==> config.mk <==
export PLATFORM = sky130hd
export DESIGN_NAME = base32_stream_decoder_core
export DESIGN_NICKNAME = d
export VERILOG_FILES = /design/src/sv/b32d_pkg.sv /design/src/sv/base32_stream_decoder_core.sv
export SDC_FILE = /design/constraint.sdc
export NUM_CORES = 1
export LEC_CHECK = 0
export ABC_CLOCK_PERIOD_IN_PS = 5800
export BUFFER_PORTS_ARGS = -buffer_cell sky130_fd_sc_hd__buf_2
export CAP_MARGIN = 10
export CORE_MARGIN = 8
export CORE_UTILIZATION = 55
export CTS_BUF_LIST = sky130_fd_sc_hd__clkbuf_4 sky130_fd_sc_hd__clkbuf_8
export CTS_CLUSTER_SIZE = 16
export DETAILED_ROUTE_END_ITERATION = 7
export PLACE_DENSITY = 0.85
export SLEW_MARGIN = 20
export SYNTH_ARGS = -nofsm -noshare
export SYNTH_HDL_FRONTEND = slang
export SYNTH_SLANG_ARGS = --single-unit
export TNS_END_PERCENT = 100
==> constraint.sdc <==
create_clock -name clk -period 5.8 [get_ports clk]
set_input_delay 0.87 -clock clk [delete_from_list [all_inputs] [get_ports clk]]
set_output_delay 0.87 -clock clk [all_outputs]
set_load 0.03 [all_outputs]
==> src/sv/b32d_pkg.sv <==
// Shared types, codes and character tables for the Base32 stream decoder.
`default_nettype none
package b32d_pkg;

  // Result kinds carried on the master-side tuser.
  localparam logic [1:0] KIND_BYTE    = 2'd0;
  localparam logic [1:0] KIND_OK      = 2'd1;
  localparam logic [1:0] KIND_INVALID = 2'd2;

  // Configuration register indexes.
  localparam logic [1:0] REG_ALPHABET_HEX = 2'd0;
  localparam logic [1:0] REG_DROP_GARBAGE = 2'd1;

  // Byte-order mark bytes.
  localparam logic [7:0] BOM_0 = 8'hEF;
  localparam logic [7:0] BOM_1 = 8'hBB;
  localparam logic [7:0] BOM_2 = 8'hBF;

  // Characters of interest.
  localparam logic [7:0] CH_PAD   = 8'h3D;  // '='
  localparam logic [7:0] CH_SPACE = 8'h20;
  localparam logic [7:0] CH_TAB   = 8'h09;
  localparam logic [7:0] CH_CR    = 8'h0D;
  localparam logic [7:0] CH_LF    = 8'h0A;
  localparam logic [7:0] CH_0     = 8'h30;
  localparam logic [7:0] CH_9     = 8'h39;
  localparam logic [7:0] CH_2     = 8'h32;
  localparam logic [7:0] CH_7     = 8'h37;
  localparam logic [7:0] CH_UA    = 8'h41;
  localparam logic [7:0] CH_UV    = 8'h56;
  localparam logic [7:0] CH_UZ    = 8'h5A;
  localparam logic [7:0] CH_LA    = 8'h61;
  localparam logic [7:0] CH_LV    = 8'h76;
  localparam logic [7:0] CH_LZ    = 8'h7A;
  localparam logic [7:0] OFS_DIGITS = 8'd26;  // '2'..'7' start here in the standard set
  localparam logic [7:0] OFS_LETTERS = 8'd10; // 'A'..'V' start here in the hex set

  localparam logic [3:0] PAD_NONE = 4'd8;

  typedef struct packed {
    logic       is_pad;
    logic       bad;
    logic [4:0] val;
  } sym_t;

  function automatic logic is_space(input logic [7:0] c);
    return (c == CH_SPACE) || (c == CH_TAB) || (c == CH_CR) || (c == CH_LF);
  endfunction

  function automatic sym_t sym_decode(input logic [7:0] c, input logic hex);
    sym_t       s;
    logic [7:0] d;
    s = '{is_pad: 1'b0, bad: 1'b0, val: 5'd0};
    d = 8'd0;
    if (c == CH_PAD) begin
      s.is_pad = 1'b1;
    end else if (hex) begin
      if (c >= CH_0 && c <= CH_9) d = c - CH_0;
      else if (c >= CH_UA && c <= CH_UV) d = c - CH_UA + OFS_LETTERS;
      else if (c >= CH_LA && c <= CH_LV) d = c - CH_LA + OFS_LETTERS;
      else s.bad = 1'b1;
    end else begin
      if (c >= CH_UA && c <= CH_UZ) d = c - CH_UA;
      else if (c >= CH_LA && c <= CH_LZ) d = c - CH_LA;
      else if (c >= CH_2 && c <= CH_7) d = c - CH_2 + OFS_DIGITS;
      else s.bad = 1'b1;
    end
    s.val = d[4:0];
    return s;
  endfunction

  // Bytes out of a group whose padding starts at pos; zero flags bad padding.
  function automatic logic [2:0] group_len(input logic [3:0] pos);
    logic [2:0] n;
    case (pos)
      4'd2:    n = 3'd1;
      4'd4:    n = 3'd2;
      4'd5:    n = 3'd3;
      4'd7:    n = 3'd4;
      4'd8:    n = 3'd5;
      default: n = 3'd0;
    endcase
    return n;
  endfunction

endpackage
`default_nettype wire

==> src/sv/base32_stream_decoder_core.sv <==
// Base32 stream decoder: characters in, decoded bytes and end-of-stream status out.
`default_nettype none
// Usage
//   Slave side (s_*) takes one word per character: tdata is the character byte,
//   tuser[0] set marks end of stream (tdata then ignored). A word is taken when
//   s_tvalid and s_tready are both high.
//   Master side (m_*) gives decoded bytes (tuser = 0) and, for each end of
//   stream, one status word (tuser = 1 ok, 2 invalid input); tlast flags the
//   final result caused by one input word.
//   Configuration (cfg_*) writes alphabet_hex (index 0) and drop_garbage
//   (index 1); write only while the block is idle. cfg_ready is always high.
// Latency and throughput
//   A word is decoded in the cycle it is taken; its results appear on the
//   master side from the next cycle on, one per cycle while m_tready is high.
//   Characters that give no result are taken every cycle while no result
//   waits. A word that completes a group loads up to five results into the
//   output buffer; the next word is taken once the buffer is empty or its
//   last result leaves.
// Reset and stalls
//   rst clears decoder state, registers and the output buffer. A stalled
//   master side holds the current result; the slave side stalls while a
//   result other than the last one waits, and while the last one is held.
module base32_stream_decoder_core (
  input  wire logic       clk,
  input  wire logic       rst,
  input  wire logic       s_tvalid,
  output logic            s_tready,
  input  wire logic [7:0] s_tdata,   // [7:0] in_char
  input  wire logic [0:0] s_tuser,   // [0] op
  output logic            m_tvalid,
  input  wire logic       m_tready,
  output logic [7:0]      m_tdata,   // [7:0] out_byte
  output logic [1:0]      m_tuser,   // [1:0] kind
  output logic            m_tlast,   // run_last
  input  wire logic       cfg_valid,
  output logic            cfg_ready,
  input  wire logic [1:0] cfg_index,
  input  wire logic [0:0] cfg_data
);
  import b32d_pkg::*;

  // Registers and stream state.
  logic       alphabet_hex, drop_garbage;
  logic [2:0] symbol_count, symbol_count_next;
  logic [3:0] pad_position, pad_position_next;
  logic       pad_seen, pad_seen_next;
  logic       stream_finished, stream_finished_next;
  logic       error_seen, error_seen_next;
  logic [1:0] mark_phase, mark_phase_next;
  logic [4:0] symbol_store [8];

  // Output buffer.
  logic [39:0] obuf;
  logic [2:0]  bytes_left;
  logic        status_pending;
  logic [1:0]  status_kind;

  // Decode control.
  logic        accept;
  logic        wr_en;
  logic [4:0]  wr_val;
  logic [3:0]  dec_pos;
  logic        load;
  logic [2:0]  load_bytes;
  logic        load_status;
  logic [1:0]  load_kind;
  logic        take;
  logic        err_v;
  logic [2:0]  len;
  logic [39:0] acc;
  sym_t        sym;

  assign cfg_ready = 1'b1;
  assign m_tvalid  = (bytes_left != 3'd0) || status_pending;
  assign m_tdata   = (bytes_left != 3'd0) ? obuf[39:32] : 8'd0;
  assign m_tuser   = (bytes_left != 3'd0) ? KIND_BYTE : status_kind;
  assign m_tlast   = (bytes_left != 3'd0) ? ((bytes_left == 3'd1) && !status_pending) : 1'b1;
  assign s_tready  = !m_tvalid || (m_tready && m_tlast);
  assign accept    = s_tvalid && s_tready;
  assign sym       = sym_decode(s_tdata, alphabet_hex);

  always_comb begin
    symbol_count_next    = symbol_count;
    pad_position_next    = pad_position;
    pad_seen_next        = pad_seen;
    stream_finished_next = stream_finished;
    error_seen_next      = error_seen;
    mark_phase_next      = mark_phase;
    wr_en       = 1'b0;
    wr_val      = 5'd0;
    dec_pos     = pad_position;
    load        = 1'b0;
    load_bytes  = 3'd0;
    load_status = 1'b0;
    load_kind   = KIND_OK;
    take        = 1'b0;
    err_v       = error_seen;
    len         = 3'd0;
    if (s_tuser[0]) begin
      // End of stream: flush a partial group, report, and start over.
      load        = 1'b1;
      load_status = 1'b1;
      if (!error_seen && !stream_finished) begin
        if (mark_phase == 2'd1 || mark_phase == 2'd2) err_v = !drop_garbage;
        if (!err_v && symbol_count != 3'd0) begin
          dec_pos = pad_seen ? pad_position : {1'b0, symbol_count};
          len     = group_len(dec_pos);
          if (len == 3'd0) err_v = 1'b1;
          else load_bytes = len;
        end
      end
      load_kind            = err_v ? KIND_INVALID : KIND_OK;
      symbol_count_next    = 3'd0;
      pad_position_next    = PAD_NONE;
      pad_seen_next        = 1'b0;
      stream_finished_next = 1'b0;
      error_seen_next      = 1'b0;
      mark_phase_next      = 2'd0;
    end else if (!error_seen && !stream_finished) begin
      // Byte-order mark tracking; a broken mark counts as garbage.
      case (mark_phase)
        2'd0: begin
          if (s_tdata == BOM_0) begin
            mark_phase_next = 2'd1;
          end else begin
            mark_phase_next = 2'd3;
            take = 1'b1;
          end
        end
        2'd1: begin
          if (s_tdata == BOM_1) begin
            mark_phase_next = 2'd2;
          end else begin
            mark_phase_next = 2'd3;
            error_seen_next = !drop_garbage;
            take = drop_garbage;
          end
        end
        2'd2: begin
          mark_phase_next = 2'd3;
          if (s_tdata != BOM_2) begin
            error_seen_next = !drop_garbage;
            take = drop_garbage;
          end
        end
        default: take = 1'b1;
      endcase
      if (take && !is_space(s_tdata)) begin
        if (sym.bad) begin
          error_seen_next = !drop_garbage;
        end else if (!sym.is_pad && pad_seen) begin
          error_seen_next = 1'b1;
        end else begin
          wr_en  = 1'b1;
          wr_val = sym.is_pad ? 5'd0 : sym.val;
          if (sym.is_pad && !pad_seen) begin
            pad_seen_next     = 1'b1;
            pad_position_next = {1'b0, symbol_count};
          end
          symbol_count_next = symbol_count + 3'd1;
          if (symbol_count == 3'd7) begin
            // Group complete: decode it with the symbol just taken.
            dec_pos = pad_position_next;
            if (pad_seen_next) stream_finished_next = 1'b1;
            len = group_len(dec_pos);
            if (len == 3'd0) begin
              error_seen_next = 1'b1;
            end else begin
              load       = 1'b1;
              load_bytes = len;
            end
          end
        end
      end
    end
  end

  // Assemble the 40-bit group, the symbol being written overriding its slot.
  always_comb begin
    acc = 40'd0;
    for (int i = 0; i < 8; i++) begin
      if (4'(i) < dec_pos) begin
        if (wr_en && symbol_count == 3'(i)) acc[39 - 5*i -: 5] = wr_val;
        else acc[39 - 5*i -: 5] = symbol_store[i];
      end
    end
  end

  always_ff @(posedge clk) begin
    if (rst) begin
      alphabet_hex    <= 1'b0;
      drop_garbage    <= 1'b0;
      symbol_count    <= 3'd0;
      pad_position    <= PAD_NONE;
      pad_seen        <= 1'b0;
      stream_finished <= 1'b0;
      error_seen      <= 1'b0;
      mark_phase      <= 2'd0;
      bytes_left      <= 3'd0;
      status_pending  <= 1'b0;
      status_kind     <= KIND_OK;
    end else begin
      if (cfg_valid && cfg_ready) begin
        case (cfg_index)
          REG_ALPHABET_HEX: alphabet_hex <= cfg_data[0];
          REG_DROP_GARBAGE: drop_garbage <= cfg_data[0];
          default: ;
        endcase
      end
      if (accept) begin
        symbol_count    <= symbol_count_next;
        pad_position    <= pad_position_next;
        pad_seen        <= pad_seen_next;
        stream_finished <= stream_finished_next;
        error_seen      <= error_seen_next;
        mark_phase      <= mark_phase_next;
      end
      if (accept && load) begin
        bytes_left     <= load_bytes;
        status_pending <= load_status;
        status_kind    <= load_kind;
      end else if (m_tvalid && m_tready) begin
        // Advance: bytes first, then the status word.
        if (bytes_left != 3'd0) bytes_left <= bytes_left - 3'd1;
        else status_pending <= 1'b0;
      end
    end
  end

  // Payload: symbol slots and the byte shifter.
  always_ff @(posedge clk) begin
    if (accept && wr_en) symbol_store[symbol_count] <= wr_val;
    if (accept && load) obuf <= acc;
    else if (m_tvalid && m_tready && bytes_left != 3'd0) obuf <= {obuf[31:0], 8'd0};
  end

  // Checks.
  a_bytes_range: assert property (@(posedge clk) disable iff (rst)
    bytes_left <= 3'd5) else $error("output byte count out of range");
  a_status_word: assert property (@(posedge clk) disable iff (rst)
    m_tvalid && m_tuser != KIND_BYTE |-> m_tlast && m_tdata == 8'd0)
    else $error("status word malformed");
  a_finish_pad: assert property (@(posedge clk) disable iff (rst)
    stream_finished |-> pad_seen) else $error("finished without padding");
  a_pad_pos: assert property (@(posedge clk) disable iff (rst)
    (pad_seen && pad_position < PAD_NONE) || (!pad_seen && pad_position == PAD_NONE))
    else $error("padding position inconsistent");
  a_eos_clear: assert property (@(posedge clk) disable iff (rst)
    accept && s_tuser[0] |=> symbol_count == 3'd0 && !pad_seen && !error_seen
      && mark_phase == 2'd0 && status_pending)
    else $error("end of stream did not restart the decoder");

endmodule
`default_nettype wire
==> results of run 1 <==
## worst register-to-register path: stages (launching register included)
cell      delay, ns
dfxtp_1        0.33
inv_1          0.11
ha_1           0.24
nand2b_1       0.11
a311oi_2       0.66
nand2_1        0.11
nor3_1         0.19
o21ai_1        0.13
o31a_2         0.66
nand2_1        0.20
buf_4          0.47
## metal layers
metal	GRT usage	vias up
li1	-	2218
met4	0.0742	0
met5	0	-
met3	0.0387	23
met1	0.245	2216
met2	0.324	199
## layout make-up
type / instances / share of cell area
Clock inverter: 7 / 0.0140
Sequential cell: 100 / 0.436
Clock buffer: 9 / 0.0193
Tap cell: 140 / 0.0273
Inverter: 26 / 0.0152
Timing Repair Buffer: 33 / 0.0273
Multi-Input combinational cell: 434 / 0.460
## where the power goes
group / switching (mW) / leakage (nW) / internal, mW
logic: 0.503 / 1.28 / 0.226
registers: 0.0526 / 0.927 / 0.979
clock network: 0.263 / 0.110 / 0.212
## path summary, 6_finish.rpt
path             startpoint            endpoint  slack, ns
max reg2reg   bytes_left[0]            obuf[24]       2.21
min reg2reg  status_kind[1]      status_kind[1]       0.52
min          status_kind[1]      status_kind[1]       0.52
max              s_tdata[1]  symbol_store[3][4]       1.49
## placed cells by master (no fill, tap or decap), types with 4 or more instances in the layout
cell	synthesis	routed
edfxtp_1	80	80
buf_2	7	29
dfxtp_1	20	20
and2_1	12	12
a211o_1	7	7
mux2i_1	44	44
nor3_2	6	5
nand2b_1	10	10
nor2_1	48	48
o21ai_1	34	34
nor3_1	9	9
a211oi_1	10	10
ha_1	20	20
nand3b_1	4	4
nand3_1	8	8
a21oi_1	21	21
nor2b_1	9	9
nor4_1	8	6
inv_1	25	25
a31oi_1	9	9
o21a_1	7	7
buf_4	2	4
o21ai_0	16	16
o211ai_1	4	4
nand4_1	7	7
clkbuf_8	0	9
nand2_1	65	65
a221oi_1	4	4
## logic make-up (layout without fill, tap and decap cells)
| family | Yosys count | after routing |
|---|---|---|
| AOI/OAI and AO/OA | 151 | 151 |
| xor gates and xnor gates | 4 | 4 |
| adders and majority gates | 20 | 20 |
| buffers and inverters | 56 | 75 |
| DFF | 100 | 100 |
| muxes | 47 | 47 |
| other | 1 | 1 |
| and+or+nand+nor | 211 | 211 |
## registers in the layout, indices dropped and copies added (netlist names)
register         count
obuf                40
symbol_store        40
pad_position         4
bytes_left           3
symbol_count         3
mark_phase           2
status_kind          2
alphabet_hex         1
drop_garbage         1
error_seen           1
pad_seen             1
status_pending       1
stream_finished      1
## stage by stage
| stage | setup WS [ns] | total power [mW] |
|---|---|---|
| floorplan | 1.19 | 1.57 |
| global placement | 1.38 | 1.73 |
| detailed placement | 1.21 | 1.78 |
| CTS | 1.59 | 2.24 |
| global route | 1.19 | 2.36 |
| finish | 1.49 | 2.24 |
==> results by group, run 1 <==
Outcome
  – Outcome: finished, final reports clean

Route
  – DR top layer: met4
  – Met1 Wirelength: 5.90 mm
  – Final WL: 13.9 mm
  – Via count: 4,656
  – Routed length per instance: 18.5 microns
  – Remaining DRCs: 0
  – Routed met2 length: 6.71 mm
  – DR iter-0 viols: 369
  – Initial DRT Pass Iterations: 5
  – DRT antenna net count: 0
  – Met3 WL: 981 microns
  – Via density: 6.22

Synthesis
  – EDFF count, synth: 80
  – Adder-cell share of the synthesized area: 0.0419
  – Syn Inst Count: 590
  – Synth cell types: 75
  – Top-area cell type share of the netlist area: 0.402
  – Synth top area cells: edfxtp_1, mux2i_1, dfxtp_1, ha_1, nand2_1
  – Post-synthesis sequential area ratio: 0.469
  – Syn Nets: 627
  – Largest area contributor in the synthesized netlist: edfxtp_1
  – Compound-Gate Fraction of Synth Area: 0.176
  – Main synth FF type: edfxtp_1
  – Synthesized cell area: 5970 sq um
  – Xor-xnor portion of the synthesized cell area: 0.00587
  – Fraction of the mapped netlist area in simple logic gates: 0.186
  – Synthesized area per cell: 10.1 sq um
  – Largest family of logic cells by synthesized area: simple AND/OR/NAND/NOR gates
  – Post-synthesis mux area share: 0.0813
  – FF+latch count, synth: 100
  – Yosys Warn Count: 0
  – Ys async rst share: 0
  – Synth top cells by count: edfxtp_1, nand2_1, nor2_1
  – Most frequent cell after synthesis: edfxtp_1

Final layout
  – Area of the multi-input gates: 2960 sq um
  – Final Net Count: 641
  – Fill cells: 890
  – Cell Count, Final, Fillers Out: 749
  – # diodes: 0
  – Layout cells sized above 1: 0.133
  – Final Util: 0.600
  – Final Instance Area: 6420 sq um
  – FF/Latch Area: 2800 sq um
  – Area grow syn2layout: 7.50%

Placed design
  – Post-DP HPWL: 9.86 mm
  – DP Area: 6190 sq um
  – Port-buffer cells: 29
  – GPL Wtd Cong: 0.946
  – Placed Instances: 733

Timing
  – Total Neg Setup Slack: 0 ns
  – Fin. max-slew vios: 0
  – Worst Skew: 0.0125 ns
  – RSZ-0062 raised after global routing: no
  – Max Fclk: 0.232 GHz
  – Tmin final: 4.31 ns
  – WHS: 0.518 ns
  – Slew HR: 0.227
  – Worst Max-Slew Pin Slew: 1.15 ns
  – Final setup fails: 0
  – Crit share post-route: 0.742
  – Final hold vios: 0

Flow run
  – # Max-Cap Violations: 0

CTS
  – TritonCTS buffer count: 9
  – Clk_lat worst skew: 0.38 ns
  – Clock Pin Slew Worst Setup and Hold Paths: 0.10 ns
  – H-tree depth: 3
  – CTS tree: yes
  – Bufs on Longest Clock Path: 2
  – Hold buffer count at CTS: 0
  – CTS sink cnt: 100
  – Post-CTS setup buffer count: 0
  – Root Buffer: clkbuf_8
  – Post-cts repair resize count: 0

Power and ir drop
  – Leakage power: 2.32 nW
  – PwrDens: 348 nW/um^2
  – Maximum vdd drop: 0.303 mV

Global routing
  – First-pass GRT wire length: 22.8 mm
  – Antenna violations before repair: 0
  – GR Overflow Total: 0
  – Vias in the first global route: 4,553
  – Gr usage total: 0.194
  – Largest net degree at the start of global routing: 51

Die
  – Die area: 14,500 sq um
  – Die X: 120 microns
  – DIE HEIGHT: 120 microns
  – I/O pins: 31
  – Rows: 38
  – Starting density of the core: 0.558
  – Core area: 10,700 sq um

Setup path
  – Cells along the critical path: buf_2, inv_1, ha_1, nor3b_1, a211oi_1, nand2_1, a311oi_2, or2_2, nand3_1, nor4_1
  – Critical path's top delay family: simple AND/OR/NAND/NOR gates
  – WS Path Type: input port to flip-flop
  – Count of buffer and inverter cells on the critical path: 2
  – Crit path depth: 10
  – Startpoint types: input port
  – Worst Path Required: 5.80 ns
  – Crit end category: flip-flop
  – Critical path arrival: 4.31 ns
  – Crit path max fanout: 11
  – Crit path max-delay cell type: nor4_1
  – Critical Path Max Stage Delay: 0.99 ns
  – Reg2Reg Depth: 10

Min path
  – Worst Hold Depth: 1
  – Worst hold path type: flip-flop to flip-flop
Power figures use the tool's default switching activity.
==> run 2, diff against run 1 <==
- ABC_AREA: unset -> 1
- ABC_CLOCK_PERIOD_IN_PS: 5800 -> 3700
- PLACE_DENSITY: 0.85 -> 0.87
- clock period: 5.8 -> 3.7 ns (I/O delays scaled with it)
==> run 2 against run 1 <==
Clock-buffer cell count is the same. Critical path type unchanged. Global-route usage grew 0.85 points. Non-clock buffer count grew 16. Die area grew 6.9%. Combinational power grew to 2.6 times the previous value. Sequential power grew 69%. Sequential share of layout area shrank 3.7 points. Utilization grew 1.5 points. Wire length grew 14%. Cell count grew 40%. Largest cell class unchanged. Flip-flop and latch count is the same.
==> results by group, run 2 <==
Synthesis
  – Top-area cell type share of the netlist area: 0.372 (-0.0297)
  – Synth top cells by count: nand2_1, inv_1, edfxtp_1
  – Ys async rst share: 0 (unchanged)
  – EDFF count, synth: 80 (unchanged)
  – FF+latch count, synth: 100 (unchanged)
  – Synthesized cell area: 6450 sq um (+8.0%)
  – Synth cell types: 44 (-41%)
  – Synth top area cells: edfxtp_1, nand2_1, dfxtp_1, inv_1, nand3_1
  – Yosys Warn Count: 0 (unchanged)
  – Syn Nets: 894 (+43%)
  – Syn Inst Count: 857 (+45%)
  – Post-synthesis sequential area ratio: 0.435 (-0.0347)
  – Synthesized area per cell: 7.53 sq um (-26%)
  – Largest area contributor in the synthesized netlist: edfxtp_1
  – Most frequent cell after synthesis: nand2_1
  – Main synth FF type: edfxtp_1

Power and ir drop
  – Leakage power: 3.14 nW (+36%)
  – P_int: 2.44 mW (+72%)
  – Clock power share: 0.159 (-0.053)
  – Sw Share: 0.432 (+0.0654)
  – PwrDens: 611 nW/um^2 (+76%)
  – Net load switching power: 1.85 mW (+130%)
  – Total power: 4.29 mW (+92%)
  – Sequential share of power: 0.405 (-0.057)
  – Maximum vdd drop: 0.660 mV (+120%)
  – Comb pwr share: 0.436 (+0.110)

CTS
  – TritonCTS buffer count: 9 (unchanged)
  – Clock Pin Slew Worst Setup and Hold Paths: 0.11 ns (about the same)
  – Hold buffer count at CTS: 0 (unchanged)
  – Bufs on Longest Clock Path: 2 (unchanged)
  – H-tree depth: 3 (unchanged)
  – Post-cts repair resize count: 0 (unchanged)
  – Root Buffer: clkbuf_8
  – Clk_lat worst skew: 0.37 ns (about the same)
  – CTS tree: yes
  – Post-CTS setup buffer count: 0 (unchanged)
  – CTS sink cnt: 100 (unchanged)

Setup path
  – Startpoint types: input port
  – Crit path max fanout: 10 (-1)
  – Crit end category: flip-flop
  – Critical path arrival: 3.30 ns (-1.01 ns)
  – Reg2Reg Depth: 14 (+4)
  – Worst Path Required: 3.80 ns (-2.00 ns)
  – WS Path Type: input port to flip-flop

Final layout
  – Layout cells sized above 1: 0.147 (+0.0140)
  – Final Util: 0.615 (+0.0146)
  – Fill cells: 1,018 (+14%)
  – Final Instance Area: 7020 sq um (+9.3%)
  – Most common cell after layout, fill and taps aside: nand2_1
  – # diodes: 0 (unchanged)
  – Area grow syn2layout: 8.85%
  – Final Net Count: 937 (+46%)
  – Leading registers by flop count: obuf (40), symbol_store (40), pad_position (4)
  – Most frequent cells in the layout: nand2_1, inv_1, edfxtp_1

Route
  – Via count: 5,718 (+23%)
  – Remaining DRCs: 0 (unchanged)
  – Initial DRT Pass Iterations: 6 (+1)
  – DRT antenna net count: 0 (unchanged)
  – Via density: 5.46 (-12%)
  – DR iter-0 viols: 487 (+32%)
  – Routed length per instance: 15.1 microns (-19%)
  – Final WL: 15.8 mm (+14%)

Global routing
  – Antenna violations before repair: 0 (unchanged)
  – Gr usage total: 0.203 (+0.00849)
  – Largest net degree at the start of global routing: 43 (-16%)
  – GR Overflow Total: 0 (unchanged)
  – First-pass GRT wire length: 26.1 mm (+15%)
  – Vias in the first global route: 5,399 (+19%)

Timing
  – Slew HR: 0.587 (+0.359)
  – Final setup fails: 0 (unchanged)
  – Worst Max-Slew Pin Slew: 0.620 ns (-0.529 ns)
  – Final hold vios: 0 (unchanged)
  – Max Fclk: 0.312 GHz
  – RSZ-0062 raised after global routing: no
  – Worst Skew: 0.0146 ns (+0.00208 ns)
  – Total Neg Setup Slack: 0 ns (unchanged)
  – WHS: 0.471 ns (-0.0465 ns)
  – Crit share post-route: 0.865
  – Tmin final: 3.20 ns
  – Fin. max-slew vios: 0 (unchanged)

Placed design
  – DP Area: 6830 sq um (+10%)
  – GPL Wtd Cong: 0.965 (+2.0%)
  – Port-buffer cells: 29 (unchanged)
  – Post-DP HPWL: 11.9 mm (+20%)

Flow run
  – # Max-Cap Violations: 0 (unchanged)

Die
  – Starting density of the core: 0.565 (+0.00651)
  – DIE HEIGHT: 124 microns (+3.4%)
  – Die X: 124 microns (+3.4%)
  – Core area: 11,400 sq um (+6.7%)
  – I/O pins: 31 (unchanged)
  – Die area: 15,400 sq um (+6.9%)
  – Rows: 39 (+2.6%)

Outcome
  – Outcome: finished, final reports clean

Min path
  – Worst Hold Depth: 2 (+1)
  – Worst hold path type: flip-flop to flip-flop
run 2: cell count changes after synthesis, sizes merged, moves of 9 or more:
cell / previous run / this run
a21oi: 22 / 34
nand2: 65 / 335
clkbuf: 18 / 6
nor2: 50 / 82
inv: 25 / 101
nand2b: 10 / 0
nand3: 8 / 62
and2: 12 / 0
o21ai: 51 / 42
nor2b: 9 / 0
mux2i: 44 / 0
run 2: metrics by stage:
step | setup slack [ns] | instances
global route | 0.276 | 1048
floorplan | 0.729 | 857
CTS | 0.566 | 1048
detailed placement | 0.192 | 1032
finish | 0.499 | 1048
global placement | 0.212 | 1032
run 2: layout make-up:
class                           instances  area [sq um]  share of cell area
Tap cell                              143           179              0.0255
Inverter                              104           395              0.0563
Timing Repair Buffer                   49           308              0.0438
Clock buffer                            9           124              0.0176
Sequential cell                       100          2800               0.399
Multi-Input combinational cell        636          3150               0.448
Clock inverter                          7          66.3             0.00945
run 2: worst paths after layout:
| kind | startpoint | end | slack [ns] |
|---|---|---|---|
| max | s_tdata[0] | symbol_store[7][2] | 0.50 |
| min | status_kind[1] | status_kind[1] | 0.47 |
| max reg2reg | symbol_count[0] | obuf[15] | 0.83 |
| min reg2reg | status_kind[1] | status_kind[1] | 0.47 |
run 2: cell families after synthesis:
family / after synthesis / share of synthesized area
buffers and inverters: 121 / 0.0778
AOI/OAI and AO/OA: 93 / 0.0817
xor gates and xnor gates: 3 / 0.00407
DFF: 100 / 0.435
adders and majority gates: 20 / 0.0388
and+or+nand+nor: 519 / 0.363
other: 1 / 0.000581
run 2: worst max-delay path: stages:
cell      delay [ns]
buf_2           0.14
clkinv_1        0.24
ha_1            0.35
nand2_1         0.09
nor2_1          0.04
nand2_1         0.07
nand2_1         0.04
nand2_1         0.07
nand2_1         0.10
nand3_2         0.11
nand2_2         0.07
nand3_2         0.16
nand2_2         0.11
inv_4           0.15
nand2_4         0.13
nor2_4          0.21
nand2_1         0.15
nor3_1          0.30
buf_4           0.21
run 2: power by group through the flow:
stage	logic, mW	registers [mW]	clock network [mW]
3_5_place_dp	1.86	1.77	0
3_3_place_gp	1.80	1.75	0
4_1_cts	1.87	1.74	0.678
6_report	1.87	1.74	0.684
5_1_grt	2.10	1.76	0.733
2_1_floorplan	1.39	1.73	0
run 2: per-layer routing:
layer	track usage	vias up	share of wire
li1	-	2869	-
met1	0.254	2582	0.41
met2	0.337	234	0.48
met3	0.0430	33	0.083
met4	0.0751	0	0.025
met5	0	-	0
